File: config.mk
export PLATFORM = sky130hd
export DESIGN_NAME = c8x_ctrl
export DESIGN_NICKNAME = d
export VERILOG_FILES = /design/src/hdl/c8x_pkg.sv /design/src/hdl/c8x_ctrl.sv
export SDC_FILE = /design/constraint.sdc
export NUM_CORES = 1
export LEC_CHECK = 0
export ABC_AREA = 1
export ABC_CLOCK_PERIOD_IN_PS = 3100
export BUFFER_PORTS_ARGS = -buffer_cell sky130_fd_sc_hd__buf_2
export CORE_MARGIN = 1
export CORE_UTILIZATION = 57
export CTS_CLUSTER_DIAMETER = 150
export CTS_CLUSTER_SIZE = 8
export DETAILED_ROUTE_END_ITERATION = 6
export HOLD_SLACK_MARGIN = 0.06
export PLACE_DENSITY = 0.83
export SETUP_SLACK_MARGIN = 0.02
export SYNTH_ARGS = -nofsm -noshare
export SYNTH_HDL_FRONTEND = slang
export SYNTH_SLANG_ARGS = --single-unit
export TNS_END_PERCENT = 100
File: constraint.sdc
create_clock -name clk -period 3.1 [get_ports clk]
set_input_delay 0.465 -clock clk [delete_from_list [all_inputs] [get_ports clk]]
set_output_delay 0.465 -clock clk [all_outputs]
set_load 0.005 [all_outputs]
File: src/hdl/c8x_pkg.sv
package c8x_pkg;

  localparam int MEM_BYTES_DEF = 4096;
  localparam int REG_COUNT_DEF = 16;
  localparam int AW = 12;

  localparam logic [AW-1:0] PC_RESET    = 12'h200;
  localparam logic [AW-1:0] SP_RESET    = 12'hEA0;
  localparam logic [AW-1:0] SCREEN_LO   = 12'hF00;
  localparam logic [AW-1:0] SCREEN_HI   = 12'hFFF;
  localparam logic [7:0]    TIMER_RESET = 8'hFF;

  localparam logic [1:0] ACT_LOAD = 2'd0;
  localparam logic [1:0] ACT_EXEC = 2'd1;
  localparam logic [1:0] ACT_READ = 2'd2;
  localparam logic [1:0] ACT_NONE = 2'd3;

  // datapath commands
  localparam logic [3:0] CMD_NONE    = 4'd0;
  localparam logic [3:0] CMD_LOAD    = 4'd1;
  localparam logic [3:0] CMD_READ    = 4'd2;
  localparam logic [3:0] CMD_FETCH0  = 4'd3;
  localparam logic [3:0] CMD_FETCH1  = 4'd4;
  localparam logic [3:0] CMD_DECODE  = 4'd5;
  localparam logic [3:0] CMD_EXEC    = 4'd6;
  localparam logic [3:0] CMD_CLEAR   = 4'd7;
  localparam logic [3:0] CMD_RET0    = 4'd8;
  localparam logic [3:0] CMD_RET1    = 4'd9;
  localparam logic [3:0] CMD_RET2    = 4'd10;
  localparam logic [3:0] CMD_CALL1   = 4'd11;
  localparam logic [3:0] CMD_STORE   = 4'd12;
  localparam logic [3:0] CMD_LDREG   = 4'd13;
  localparam logic [3:0] CMD_LDREG_W = 4'd14;
  localparam logic [3:0] CMD_INIT    = 4'd15;

  // instruction classes resolved at decode
  localparam logic [2:0] CLS_SIMPLE  = 3'd0;
  localparam logic [2:0] CLS_CLEAR   = 3'd1;
  localparam logic [2:0] CLS_RET     = 3'd2;
  localparam logic [2:0] CLS_CALL    = 3'd3;
  localparam logic [2:0] CLS_STORE   = 3'd4;
  localparam logic [2:0] CLS_LOADR   = 3'd5;
  localparam logic [2:0] CLS_INVALID = 3'd6;

  typedef struct packed {
    logic [3:0] cmd;
    logic       start;
  } c8x_ctl_t;

  typedef struct packed {
    logic [1:0] action;
    logic [2:0] cls;
    logic       sweep_last;
  } c8x_sts_t;

endpackage

File: src/hdl/c8x_ctrl.sv
module c8x_ctrl (
  input  logic              clk,
  input  logic              rst,
  input  logic              in_valid,
  output logic              in_ready,
  output logic              out_valid,
  input  logic              out_ready,
  input  c8x_pkg::c8x_sts_t sts,
  output c8x_pkg::c8x_ctl_t ctl
);
  import c8x_pkg::*;

  localparam logic [3:0] S_INIT   = 4'd0;
  localparam logic [3:0] S_IDLE   = 4'd1;
  localparam logic [3:0] S_F0     = 4'd2;
  localparam logic [3:0] S_F1     = 4'd3;
  localparam logic [3:0] S_DEC    = 4'd4;
  localparam logic [3:0] S_EXEC   = 4'd5;
  localparam logic [3:0] S_CLEAR  = 4'd6;
  localparam logic [3:0] S_RET0   = 4'd7;
  localparam logic [3:0] S_RET1   = 4'd8;
  localparam logic [3:0] S_RET2   = 4'd9;
  localparam logic [3:0] S_CALL1  = 4'd10;
  localparam logic [3:0] S_STORE  = 4'd11;
  localparam logic [3:0] S_LDREG  = 4'd12;
  localparam logic [3:0] S_LDREGW = 4'd13;
  localparam logic [3:0] S_DONE   = 4'd14;
  localparam logic [3:0] S_GO     = 4'd15;

  logic [3:0] state, state_next;
  logic       out_valid_next;

  assign in_ready = (state == S_IDLE) && (!out_valid || out_ready);

  always_comb begin
    state_next     = state;
    out_valid_next = out_valid && !out_ready;
    ctl.cmd        = CMD_NONE;
    ctl.start      = 1'b0;
    case (state)
      S_INIT: begin
        ctl.cmd = CMD_INIT;
        if (sts.sweep_last) state_next = S_IDLE;
      end
      S_IDLE: begin
        if (in_valid && in_ready) begin
          ctl.start = 1'b1;
          state_next = S_GO;
        end
      end
      S_GO: begin
        case (sts.action)
          ACT_LOAD: begin
            ctl.cmd = CMD_LOAD;
            state_next = S_DONE;
          end
          ACT_READ: begin
            ctl.cmd = CMD_READ;
            state_next = S_F1;
          end
          ACT_EXEC: begin
            ctl.cmd = CMD_FETCH0;
            state_next = S_F0;
          end
          default: state_next = S_DONE;
        endcase
      end
      S_F0: begin
        ctl.cmd = CMD_FETCH1;
        state_next = S_F1;
      end
      S_F1: begin
        // read action finishes here after its data arrives
        if (sts.action == ACT_READ) begin
          ctl.cmd = CMD_DECODE;
          state_next = S_DONE;
        end else begin
          ctl.cmd = CMD_DECODE;
          state_next = S_DEC;
        end
      end
      S_DEC: begin
        ctl.cmd = CMD_EXEC;
        case (sts.cls)
          CLS_CLEAR: state_next = S_CLEAR;
          CLS_RET:   state_next = S_RET0;
          CLS_CALL:  state_next = S_CALL1;
          CLS_STORE: state_next = S_STORE;
          CLS_LOADR: state_next = S_LDREG;
          default:   state_next = S_DONE;
        endcase
      end
      S_CLEAR: begin
        ctl.cmd = CMD_CLEAR;
        if (sts.sweep_last) state_next = S_DONE;
      end
      S_RET0: begin
        ctl.cmd = CMD_RET0;
        state_next = S_RET1;
      end
      S_RET1: begin
        ctl.cmd = CMD_RET1;
        state_next = S_RET2;
      end
      S_RET2: begin
        ctl.cmd = CMD_RET2;
        state_next = S_DONE;
      end
      S_CALL1: begin
        ctl.cmd = CMD_CALL1;
        state_next = S_DONE;
      end
      S_STORE: begin
        ctl.cmd = CMD_STORE;
        if (sts.sweep_last) state_next = S_DONE;
      end
      S_LDREG: begin
        ctl.cmd = CMD_LDREG;
        state_next = S_LDREGW;
      end
      S_LDREGW: begin
        ctl.cmd = CMD_LDREG_W;
        state_next = sts.sweep_last ? S_DONE : S_LDREG;
      end
      S_DONE: begin
        out_valid_next = 1'b1;
        state_next = S_IDLE;
      end
      default: state_next = S_IDLE;
    endcase
  end

  always_ff @(posedge clk) begin
    if (rst) begin
      state     <= S_INIT;
      out_valid <= 1'b0;
    end else begin
      state     <= state_next;
      out_valid <= out_valid_next;
    end
  end

  assert property (@(posedge clk) disable iff (rst)
    out_valid && !out_ready |=> out_valid)
    else $error("result dropped while stalled");
  assert property (@(posedge clk) disable iff (rst)
    in_ready |-> state == S_IDLE)
    else $error("item accepted outside idle");
  assert property (@(posedge clk) disable iff (rst)
    state == S_DONE |=> out_valid)
    else $error("finished item not presented");
endmodule

==> impl_metrics.toml <==
[sta]
setup_tns_ns = 0
skew_ns = 0.000440
hold_viol = 0
fin_crit_ns = 2.08
setup_viol = 0
worstMarginPinSlew_ns = 0.363
drv_slew = 0
rsz0062_at_grt = "false"
slew_headroom = 0.758
fmax_mhz = 480
period_share = 0.672

[cells_and_area]
drive_gt1_frac = 0.242
diodes = 0
fin_util = 0.750
layout_commonest_cell = "nand2_1"
area_growth_pct = 15.0
post-route-cell-area_um2 = 890
fin_nets = 174
mostFrequentLayoutCells = "nand2_1, nor2_1, inv_1, buf_2, nand3_1"
fillCellCount = 90

[grt]
grt_usage = 0.297
grt_pass1_wl_um = 3050
antenna_found_initial = 0
grt_max_degree = 10
first_global_vias = 758
gr-total-overflow = 0

[clock_network]
clk_pin_slew_ns = 0.04
numCtsBuffers = 3
clk_path_buf_depth = 2
clock_latency_ns = 0.24
holdBufCountCts = 0
cts_resized = 0
root_buffer = "clkbuf_4"
clock-sinks = 5
cts_tree = "yes"
post_cts_buffers = 0
htree_levels = 1

[detailed_routing]
wl_um = 1820
drt-vias-per-instance = 5.26
ant_nets = 0
dr.first_iter.drc_count = 22
drc = 0
post_drt_wl_per_cell_um = 10.6
dr.pass1.iters = 4
vias = 900

[placement]
place_area_um2 = 863
gp_congestion = 0.851
portBuffers = 16
hpwl_um = 1550

[worst_setup_path]
crit_required_ns = 2.63
crit_top_cell = "nand2_1"
cp_max_fo = 9
start_kind = "flip-flop"
end_kind = "primary output"
worstPathCellList = "nand2_1 -> inv_1 -> nand2_1 -> o311ai_0 -> buf_2"
arrival_ns = 1.62
cp_slowest_cell = "dfxtp_1"
max_stage_delay_ns = 0.53
reg2reg_slack_ns = 1.62
critPathKind = "flip-flop to primary output"

[power]
power_uw = 772
p_leak_uw = 0.000536
power_density_mw_per_mm2 = 868
peakVddDrop_mv = 0.525

[floorplan]
ios = 17
core_area_mm2 = 0.00119
rows = 12
fp.dieH_um = 38.8
die_x_um = 38.8
die-area_mm2 = 0.00151
start_util = 0.652

[synth]
netlist_top_cells_area = "nand2_1, dfxtp_1, ha_1, nor2_1, inv_1"
netlist.area_leader.share = 0.199
synthCells = 138
seq_area_frac_synth = 0.129
ys_types = 21
syn_area_um2 = 773
synth_nets = 154
ys_seq_elements = 5
synth_top_area_cell = "nand2_1"
post_synth.cell_area_avg_um2 = 5.60
synth.yosys.warnings = 0

[outcome]
status = "finished, final reports clean"

[flow_run]
drv_cap = 0

[hold_path]
min_path_type = "primary input to flip-flop"
==> cells by family after synthesis <==
kind of cell / Yosys count / synth area share
fa+ha+maj: 6 / 0.0971
simple gates: 88 / 0.526
buf+inv: 26 / 0.131
compound gates: 13 / 0.117
flops: 5 / 0.129
==> report_power, final <==
part	leakage, µW	internal [µW]	switching, µW
clock	0.0000150	48.6	25.7
combinational	0.000480	211	346
sequential	0.0000411	87.9	53.7
total	0.000536	347	425
==> cell usage after synthesis, drive strengths merged <==
cell      n
a21oi     7
buf       1
dfxtp     5
ha        6
inv      25
nand2    47
nand3    12
nand4     3
nor2     25
nor3      1
o2111ai   2
o211ai    1
o21ai     2
o311ai    1
==> metrics by stage <==
step	setup slack, ns	hold slack, ns	std cells
floorplan	1.54	0.519	138
global placement	1.29	0.567	167
detailed placement	1.27	0.588	167
CTS	0.998	0.429	171
global route	0.880	0.447	171
finish	1.02	0.438	171
==> routing by layer <==
metal,vias up,global-route usage,share of wire
met5,-,0,0
met4,0,0.155,0.021
met3,4,0.0462,0.035
met2,22,0.513,0.48
met1,401,0.345,0.46
li1,473,-,-
==> final timing paths <==
check / start / endpoint / cells after the start
worst min-delay path: rst / state[2] / 2
worst min register to register: state[2] / state[2] / 2
worst max-delay path: state[1] / ctl[1] / 5
worst max register to register: state[2] / state[3] / 9
==> registers in the layout (all words and copies together), names as in the netlist <==
signal     cells
out_valid      1
state          4
==> critical path: cells and delay by family (launching register included) <==
family | cells | cell delay [ns]
buffers and inverters | 2 | 0.29
and+or+nand+nor | 2 | 0.28
AOI/OAI and AO/OA | 1 | 0.28
DFF | 1 | 0.53
==> cell type report <==
class                   instances  area (µm²)  share of cell area
inverters                      25        93.8               0.105
repair buffers                 16        80.1              0.0900
multi-input cells             107         572               0.643
flip-flops and latches          5         100               0.113
well taps                      14        17.5              0.0197
clock buffers                   4        26.3              0.0295
(Power assumes the default switching activity.)
